**config.mk**
```make
export PLATFORM = sky130hd
export DESIGN_NAME = consensus_base_and_phred_decode
export DESIGN_NICKNAME = d
export VERILOG_FILES = /design/src/hdl/cbpd_pkg.sv /design/src/hdl/consensus_base_and_phred_decode.sv
export VERILOG_INCLUDE_DIRS = /design/src /design/src/hdl
export SDC_FILE = /design/constraint.sdc
export NUM_CORES = 1
export LEC_CHECK = 0
export BUFFER_PORTS_ARGS = -buffer_cell sky130_fd_sc_hd__buf_2
export CORE_UTILIZATION = 41
export DETAILED_ROUTE_END_ITERATION = 12
export GPL_TIMING_DRIVEN = 0
export PLACE_DENSITY = 0.59
export SETUP_SLACK_MARGIN = 0.1
export SYNTH_ARGS = -nofsm -noshare
export SYNTH_HDL_FRONTEND = slang
export SYNTH_SLANG_ARGS = --single-unit
```
**constraint.sdc**
```tcl
create_clock -name i_clk -period 23.8 [get_ports i_clk]
set_input_delay 3.57 -clock i_clk [delete_from_list [all_inputs] [get_ports i_clk]]
set_output_delay 3.57 -clock i_clk [all_outputs]
set_load 0.005 [all_outputs]
```
**src/hdl/assert_macros.svh**
```systemverilog
`ifndef ASSERT_MACROS_SVH
`define ASSERT_MACROS_SVH

// Same-cycle implication, disabled while reset is asserted.
`define ASSERT_IMPL(label, clk, rst_n, ante, cons) \
    label: assert property (@(posedge clk) disable iff (!(rst_n)) (ante) |-> (cons)) \
        else $error("assertion failed");

// Next-cycle implication, disabled while reset is asserted.
`define ASSERT_NEXT(label, clk, rst_n, ante, cons) \
    label: assert property (@(posedge clk) disable iff (!(rst_n)) (ante) |=> (cons)) \
        else $error("assertion failed");

`endif

```
**src/hdl/cbpd_pkg.sv**
```systemverilog
`default_nettype none

package cbpd_pkg;

    localparam int PROB_FRAC_BITS_DEF = 24;
    localparam int NUM_CLASSES        = 5;
    localparam int CHAR_W             = 7;
    localparam int QUAL_W             = 7;
    localparam int QUAL_MAX           = 93;
    localparam int QUAL_RESET         = 70;
    localparam int QUAL_OFFSET        = 33;
    localparam int BIG_W              = 704;

    typedef enum logic [2:0] {
        CLS_GAP,
        CLS_A,
        CLS_C,
        CLS_G,
        CLS_T
    } t_cls;

    function automatic logic [CHAR_W-1:0] class_letter(input t_cls cls);
        logic [CHAR_W-1:0] ch;
        unique case (cls)
            CLS_GAP: ch = 7'd42;
            CLS_A:   ch = 7'd65;
            CLS_C:   ch = 7'd67;
            CLS_G:   ch = 7'd71;
            CLS_T:   ch = 7'd84;
            default: ch = 7'd42;
        endcase
        return ch;
    endfunction

    // Largest residual r with r^10 * 10^k <= 2^(10*frac_bits).
    // Elaboration only: binary search on wide integers.
    function automatic logic [32:0] phred_thr(input int frac_bits, input int k);
        logic [BIG_W-1:0] lim;
        logic [BIG_W-1:0] p10;
        logic [BIG_W-1:0] prod;
        longint           lo;
        longint           hi;
        longint           mid;
        lim = '0;
        lim[10*frac_bits] = 1'b1;
        p10 = BIG_W'(1);
        for (int i = 0; i < k; i++) begin
            p10 = p10 * BIG_W'(10);
        end
        lo = 0;
        hi = longint'(1) << frac_bits;
        while (lo < hi) begin
            mid  = (lo + hi + 1) >> 1;
            prod = p10;
            for (int j = 0; j < 10; j++) begin
                prod = prod * BIG_W'(mid);
            end
            if (prod <= lim) begin
                lo = mid;
            end else begin
                hi = mid - 1;
            end
        end
        return 33'(lo);
    endfunction

endpackage

`default_nettype wire

```
**src/hdl/consensus_base_and_phred_decode.sv**
```systemverilog
// Throughput: one request per cycle while the output is not stalled; four register stages (input, argmax/residual,
// threshold compare bank, output) each advance independently under backpressure.
// Reset: synchronous, active low; clears all stage valid bits and sets the quality
// cap to 70.
`default_nettype none

`include "assert_macros.svh"

module consensus_base_and_phred_decode #(
    parameter int PROB_FRAC_BITS = cbpd_pkg::PROB_FRAC_BITS_DEF,
    localparam int PW            = PROB_FRAC_BITS + 1,
    localparam int IN_W          = ((cbpd_pkg::NUM_CLASSES * PW + 7) / 8) * 8,
    localparam int OUT_W         = ((2 * cbpd_pkg::CHAR_W + 7) / 8) * 8
) (
    input  wire logic                        i_clk,
    input  wire logic                        i_rst_n,
    // configuration: quality_cap
    input  wire logic                        i_cfg_we,
    input  wire logic [cbpd_pkg::QUAL_W-1:0] i_cfg_wdata,
    // slave: prob_gap, prob_a, prob_c, prob_g, prob_t (low to high), zero pad
    input  wire logic                        i_s_tvalid,
    output logic                             o_s_tready,
    input  wire logic [IN_W-1:0]             i_s_tdata,
    // master: base_char, quality_char (low to high), zero pad
    output logic                             o_m_tvalid,
    input  wire logic                        i_m_tready,
    output logic [OUT_W-1:0]                 o_m_tdata
);

    localparam int QMAX = cbpd_pkg::QUAL_MAX;
    localparam int CW   = cbpd_pkg::CHAR_W;
    localparam int QW   = cbpd_pkg::QUAL_W;
    localparam logic [PW-1:0] ONE = {1'b1, {PROB_FRAC_BITS{1'b0}}};

    logic [QW-1:0] r_cap;
    logic [QW-1:0] cap_eff;

    logic en_s1, en_s2, en_s3, en_out;

    logic          r_s1_valid;
    logic [PW-1:0] r_s1_prob [cbpd_pkg::NUM_CLASSES];

    logic          r_s2_valid;
    cbpd_pkg::t_cls r_s2_idx;
    logic [PW-1:0] r_s2_res;
    cbpd_pkg::t_cls n_s2_idx;
    logic [PW-1:0] n_s2_res;
    logic [PW-1:0] best;

    logic          r_s3_valid;
    cbpd_pkg::t_cls r_s3_idx;
    logic [QMAX:1] r_s3_pass;
    logic [QMAX:1] n_s3_pass;
    logic [QMAX:1] q_top;
    logic [QW-1:0] q_val;

    logic          r_out_valid;
    logic [CW-1:0] r_out_base;
    logic [CW-1:0] r_out_qual;
    logic [CW-1:0] n_out_base;
    logic [CW-1:0] n_out_qual;

    logic          qual_ok;
    logic          base_ok;
    logic          pipe_full;

    // stage enables: a stage loads when empty or when its successor moves
    assign en_out     = !r_out_valid || i_m_tready;
    assign en_s3      = !r_s3_valid || en_out;
    assign en_s2      = !r_s2_valid || en_s3;
    assign en_s1      = !r_s1_valid || en_s2;
    assign o_s_tready = en_s1;

    assign cap_eff = (r_cap > QW'(QMAX)) ? QW'(QMAX) : r_cap;

    always_ff @(posedge i_clk) begin
        if (!i_rst_n) begin
            r_cap <= QW'(cbpd_pkg::QUAL_RESET);
        end else if (i_cfg_we) begin
            r_cap <= i_cfg_wdata;
        end
    end

    always_ff @(posedge i_clk) begin
        if (!i_rst_n) begin
            r_s1_valid  <= 1'b0;
            r_s2_valid  <= 1'b0;
            r_s3_valid  <= 1'b0;
            r_out_valid <= 1'b0;
        end else begin
            if (en_s1) begin
                r_s1_valid <= i_s_tvalid;
            end
            if (en_s2) begin
                r_s2_valid <= r_s1_valid;
            end
            if (en_s3) begin
                r_s3_valid <= r_s2_valid;
            end
            if (en_out) begin
                r_out_valid <= r_s3_valid;
            end
        end
    end

    // stage 1: input register
    always_ff @(posedge i_clk) begin
        if (en_s1) begin
            for (int i = 0; i < cbpd_pkg::NUM_CLASSES; i++) begin
                r_s1_prob[i] <= i_s_tdata[i*PW +: PW];
            end
        end
    end

    // argmax, lowest index wins a tie; residual saturates at zero
    always_comb begin
        best     = r_s1_prob[0];
        n_s2_idx = cbpd_pkg::CLS_GAP;
        for (int i = 1; i < cbpd_pkg::NUM_CLASSES; i++) begin
            if (r_s1_prob[i] > best) begin
                best     = r_s1_prob[i];
                n_s2_idx = cbpd_pkg::t_cls'(3'(i));
            end
        end
        n_s2_res = (best >= ONE) ? '0 : (ONE - best);
    end

    always_ff @(posedge i_clk) begin
        if (en_s2) begin
            r_s2_idx <= n_s2_idx;
            r_s2_res <= n_s2_res;
        end
    end

    // quality k passes when r <= thr(k); thresholds fall with k, so the
    // pass vector is a thermometer code, clipped at the cap
    for (genvar k = 1; k <= QMAX; k++) begin : g_thr
        localparam logic [PW-1:0] THR = PW'(cbpd_pkg::phred_thr(PROB_FRAC_BITS, k));
        assign n_s3_pass[k] = (r_s2_res <= THR) && (QW'(k) <= cap_eff);
    end

    always_ff @(posedge i_clk) begin
        if (en_s3) begin
            r_s3_idx  <= r_s2_idx;
            r_s3_pass <= n_s3_pass;
        end
    end

    // thermometer to binary via its top set bit
    always_comb begin
        for (int k = 1; k < QMAX; k++) begin
            q_top[k] = r_s3_pass[k] && !r_s3_pass[k+1];
        end
        q_top[QMAX] = r_s3_pass[QMAX];
        q_val = '0;
        for (int k = 1; k <= QMAX; k++) begin
            if (q_top[k]) begin
                q_val = q_val | QW'(k);
            end
        end
        n_out_base = cbpd_pkg::class_letter(r_s3_idx);
        n_out_qual = CW'(cbpd_pkg::QUAL_OFFSET) + CW'(q_val);
    end

    always_ff @(posedge i_clk) begin
        if (en_out) begin
            r_out_base <= n_out_base;
            r_out_qual <= n_out_qual;
        end
    end

    assign o_m_tvalid = r_out_valid;
    assign o_m_tdata  = {{(OUT_W - 2*CW){1'b0}}, r_out_qual, r_out_base};

    assign qual_ok   = (r_out_qual >= CW'(cbpd_pkg::QUAL_OFFSET))
                    && (r_out_qual <= CW'(cbpd_pkg::QUAL_OFFSET + QMAX));
    assign base_ok   = (r_out_base == cbpd_pkg::class_letter(cbpd_pkg::CLS_GAP))
                    || (r_out_base == cbpd_pkg::class_letter(cbpd_pkg::CLS_A))
                    || (r_out_base == cbpd_pkg::class_letter(cbpd_pkg::CLS_C))
                    || (r_out_base == cbpd_pkg::class_letter(cbpd_pkg::CLS_G))
                    || (r_out_base == cbpd_pkg::class_letter(cbpd_pkg::CLS_T));
    assign pipe_full = r_out_valid && r_s3_valid && r_s2_valid && r_s1_valid;

    `ASSERT_IMPL(a_therm_one_top, i_clk, i_rst_n, r_s3_valid, $countones(q_top) <= 1)
    `ASSERT_IMPL(a_qual_range, i_clk, i_rst_n, r_out_valid, qual_ok)
    `ASSERT_IMPL(a_base_legal, i_clk, i_rst_n, r_out_valid, base_ok)
    `ASSERT_IMPL(a_full_stall, i_clk, i_rst_n, pipe_full && !i_m_tready, !o_s_tready)

endmodule

`default_nettype wire

```
After elaboration in Yosys (flattened, before gate mapping)
Memory sizes are Yosys's and may differ from the RTL's.
Cells that the tools add are included.
Word-level totals
  register bits: 149
  input bits: 140
  memory bits (writable): 125
  output and inout port bits: 18
  logic and storage cells: 591
  memories kept: 1
Memories
  r_s1_prob: depth 5, width 25, read ports 5, clocked after Yosys merged registers in 0, wr ports 5, RTL line consensus_base_and_phred_decode.sv:41  | logic [PW-1:0] r_s1_prob [cbpd_pkg::NUM_CLASSES];
Cells by class
  equal/unequal tests: 9
  mux-type cells: 114
  add/subtract/negate cells: 2
  $lt $le $gt $ge: 169
  reduce and logical (&&, ||, !) cells: 285
Operator list (number)
  7-bit 2-to-1 mux: 33
  6-bit by 7-bit <= comparator with 1-bit output, first input constant: 32
  7-bit <= comparator, first input constant: 30
  6-bit 2-to-1 mux: 32
  1-bit logical AND: 185
  5-bit by 7-bit <= comparator with 1-bit output, first input constant: 16
  25-bit greater-than comparator: 4
  25-bit 2-to-1 mux: 4
  1-bit zero test: 96
  5-bit 2-to-1 mux: 16
  25-bit by 10-bit <= comparator with 1-bit output, second input constant: 3
  25-bit by 11-bit <= comparator with 1-bit output, second input constant: 3
  25-bit by 12-bit <= comparator with 1-bit output, second input constant: 3
  25-bit by 13-bit <= comparator with 1-bit output, second input constant: 3
  25-bit by 14-bit <= comparator with 1-bit output, second input constant: 3
  25-bit by 15-bit <= comparator with 1-bit output, second input constant: 3
  25-bit by 16-bit <= comparator with 1-bit output, second input constant: 3
  25-bit by 17-bit <= comparator with 1-bit output, second input constant: 3
  25-bit by 18-bit <= comparator with 1-bit output, second input constant: 3
  25-bit by 19-bit <= comparator with 1-bit output, second input constant: 3
  25-bit by 20-bit <= comparator with 1-bit output, second input constant: 3
  25-bit by 21-bit <= comparator with 1-bit output, second input constant: 3
  25-bit by 22-bit <= comparator with 1-bit output, second input constant: 3
  25-bit by 23-bit <= comparator with 1-bit output, second input constant: 3
  28 further kinds: 89

Depth between registers and ports, before layout
  word-level depth: 96
  depth in mapped cells: 65
  gate-level depth less buffers: 51

Worst setup path after synthesis
OpenSTA, ideal clock, no wires.
  kind: flip-flop to flip-flop
  start: memory r_s1_prob[0][48] (netlist name)
  end: register r_s2_res[18] (data pin)
  setup slack: 11.896 ns
  arrival: 11.640 ns
  setup time: 0.264 ns
  path buffers: 14
  clock period less this slack: 11.904 ns
  required time: 23.536 ns
  stages on the path, launching flop included: 62
  path through: edfxtp_1 -> ha_1 -> nand4_2 -> nor4_2 -> o21a_1 -> o21ai_2 -> a21oi_4 -> clkbuf_1 -> clkbuf_1 -> nor2_1 -> a21oi_1 -> ha_1 -> and4_1 -> nand3_1 -> nor2_1 -> o21ai_0 -> nor2_1 -> a211oi_4 -> [26 not listed] -> o21a_1 -> o21a_1 -> o21ai_0 -> a221oi_1 -> o21ai_1 -> inv_1 -> clkbuf_1 -> clkbuf_1 -> clkbuf_1 -> nand2_1 -> o211ai_1 -> inv_1 -> ha_1 -> a21boi_0 -> nand2_1 -> clkbuf_1 -> o31ai_1 -> a21oi_1
RTL lines
  start, declared: RTL line consensus_base_and_phred_decode.sv:41
  end signal, assigned: RTL line consensus_base_and_phred_decode.sv:131  | r_s2_res <= n_s2_res;
  end, declared: RTL line consensus_base_and_phred_decode.sv:45  | logic [PW-1:0] r_s2_res;

==> impl_metrics.tcl <==
set metrics [dict create \
    globalRoute.totalOverflow 0 \
    cp-end-kind "flip-flop" \
    finalCritPeriodShare_pct 72.6 \
    avgSynthCellArea_um2 9.04 \
    synth-simple-area-share_pct 25.1 \
    finalSetupTns_ns 0 \
    root_buffer "clkbuf_16" \
    wl_per_cell_um 29.6 \
    skew_ns 0.0165 \
    synthAdderAreaFrac_pct 6.66 \
    syn-instance-count 2058 \
    cts_max_level 1 \
    finalSetupViolCount 0 \
    die_x_um 215 \
    grt_pass1_wl_um 121000 \
    synth_edf_count 262 \
    worstPathArrival_ns 17.67 \
    cp_slowest_cell "a21boi_0" \
    cts.sink_count 273 \
    async_flop_share_pct 0 \
    ys_seq_elements 273 \
    first_pass_iters 6 \
    antenna_left 0 \
    muxShareOfSynthArea_pct 0.605 \
    cts.path.max_buffers 3 \
    hold_violations 0 \
    design.core.area_mm2 0.0445 \
    start_kind "flip-flop" \
    place_congestion 1.09 \
    ios 158 \
    ctsResizeCount 0 \
    syn-cell-area_mm2 0.0186 \
    drv_cap 0 \
    status "completed" \
    slowest_delay_ns 0.74 \
    dieArea_mm2 0.0462 \
    antenna_found_initial 3 \
    synth.area.top_cells "edfxtp_1 42%, ha_1 6.7%, a21oi_1 5.3%" \
    cts_setup_buffers 0 \
    drive_gt1_share_pct 12.2 \
    slew_headroom_pct 6.49 \
    cts_tree "yes" \
    synth.largest_area_cell "edfxtp_1" \
    synth.distinct_cells 92 \
    drv_slew 0 \
    layout_commonest_cell "edfxtp_1" \
    fin_nets 2484 \
    antenna_cells 0 \
    grt_pass1_vias 17571 \
    grt.total_usage_pct 35.9 \
    wirelength_um 84500 \
    die_h_um 215 \
    synth_top_family_by_area "simple AND/OR/NAND/NOR gates" \
    ir_drop_v 0.0000750 \
    final_cell_mix "262 x edfxtp_1, 212 x nor2_1, 198 x a21oi_1, 194 x nand2_1, 158 x buf_2" \
    placed_cells 2804 \
    rsz0062_at_grt "no" \
    path_common_cell "clkbuf_1" \
    vias_per_cell 6.42 \
    rows 77 \
    fillCellCount 4363 \
    vias 18356 \
    crit_type "reg2reg" \
    dpl.hpwl_um 67900 \
    drcViolationCount 0 \
    worstMarginPinSlew_ns 1.39 \
    grt_max_degree 83 \
    io_buffers 151 \
    yosys.area_share.xor_xnor_pct 0.895 \
    yosys.area.top_type_share_pct 42.3 \
    ctsHoldBuffers 0 \
    initial_core_util_pct 41.8 \
    synth_compound_area_share_pct 19.2 \
    seq_area_frac_synth_pct 43.5 \
    drt_iter0_drc 2351 \
    fmax_ghz 0.0579 \
    finalNonFillerCells 2861 \
    cp_max_fo 10 \
    synthFlopType "edfxtp_1" \
    finalCriticalPeriod_ns 17.28 \
    hold_class "reg2reg" \
    power.leakage_nw 8.34 \
    clock_latency_ns 0.59 \
    numCtsBuffers 30 \
    critPathRequiredTime_ns 24.19 \
    clk_pin_slew_ns 0.07 \
    p_per_area_mw_per_mm2 114 \
    syn2layout_area_growth_pct 14.4 \
    ys_warn_count 0 \
]
==> synthesized netlist by cell type (11+ instances only) <==
| cell type | n |
|---|---|
| edfxtp_1 | 262 |
| inv_1 | 66 |
| clkbuf_1 | 95 |
| nand4_1 | 43 |
| o21a_1 | 20 |
| xnor2_1 | 13 |
| nor4_1 | 46 |
| nor3b_1 | 11 |
| nor2b_1 | 80 |
| nor3_1 | 82 |
| nand2_1 | 196 |
| nor2_1 | 212 |
| and2_1 | 20 |
| or2_2 | 13 |
| or4_1 | 12 |
| ha_1 | 99 |
| a31oi_1 | 27 |
| nand4b_1 | 16 |
| nand2b_1 | 39 |
| and3_1 | 15 |
| a2111oi_0 | 14 |
| o21ai_0 | 107 |
| o211ai_1 | 27 |
| a21oi_1 | 198 |
| nand3_1 | 71 |
| a21o_1 | 38 |
| dfxtp_1 | 11 |
| buf_1 | 11 |
| a211oi_1 | 22 |
==> through the flow <==
stage	cell area (µm²)	util (%)	hold slack [ns]	setup slack, ns	power (mW)
floorplan	18600	-	0.400	11.90	1.37
global placement	20100	45.2	0.409	7.83	1.87
detailed placement	20200	45.4	0.407	7.56	1.86
CTS	21300	47.8	0.417	7.43	2.37
global route	21300	47.8	0.419	5.87	2.51
finish	21300	47.8	0.416	6.52	2.43
==> final timing paths <==
check,start,endpoint,slack (ns),cells past startpoint
worst max-delay path,r_s1_prob[0][36],r_s2_res[10],6.52,61
worst min-delay path,r_s2_idx[0],r_s3_idx[0],0.42,0
worst max register to register,r_s1_prob[0][36],r_s2_res[10],6.52,61
worst min register to register,r_s2_idx[0],r_s3_idx[0],0.42,0
==> metal layers <==
layer / part of all wire, % / GRT usage (%)
met5: 0.017 / 0
met4: 4.5 / 14.3
met3: 11 / 8.29
met2: 42 / 53.3
met1: 42 / 50.5
==> where the power goes <==
group	internal, mW	total, mW	switching, mW
Combinational	0.350	1.25	0.899
Sequential	0.623	0.675	0.0522
Clock	0.294	0.504	0.209
Total	1.27	2.43	1.16
==> critical path: cells and delay by family, from the launching register on <==
| kind | cells | cell delay [ns] |
|---|---|---|
| AO/OA/AOI/OAI | 29 | 7.43 |
| adder cells (fa/ha/maj) | 5 | 1.49 |
| buffers and inverters | 16 | 5.32 |
| flip-flops | 1 | 0.53 |
| AND/OR/NAND/NOR | 11 | 2.28 |
==> state kept, by name, indices dropped and copies added, names as in the netlist, 3 cells and up <==
| signal | cells |
|---|---|
| r_cap | 7 |
| r_out_base | 6 |
| r_out_qual | 7 |
| r_s1_prob | 125 |
| r_s2_idx | 3 |
| r_s2_res | 25 |
| r_s3_idx | 3 |
| r_s3_pass | 93 |
==> kinds of logic after synthesis <==
group / count (synthesis)
other: 1
and+or+nand+nor: 907
adders and majority gates: 99
DFF: 273
muxes: 11
buffers and inverters: 188
xor gates and xnor gates: 19
AOI/OAI and AO/OA: 560
==> layout make-up <==
| type | count | area (µm²) | share of cell area, % |
|---|---|---|---|
| Sequential cell | 273 | 8090 | 38.0 |
| Tap cell | 592 | 741 | 3.48 |
| Clock inverter | 23 | 309 | 1.45 |
| Buffer | 121 | 500 | 2.35 |
| Timing Repair Buffer | 154 | 816 | 3.83 |
| Clock buffer | 33 | 772 | 3.63 |
| Multi-Input combinational cell | 1598 | 9800 | 46.1 |
| Inverter | 67 | 251 | 1.18 |
Power figures use the tool's default switching activity.
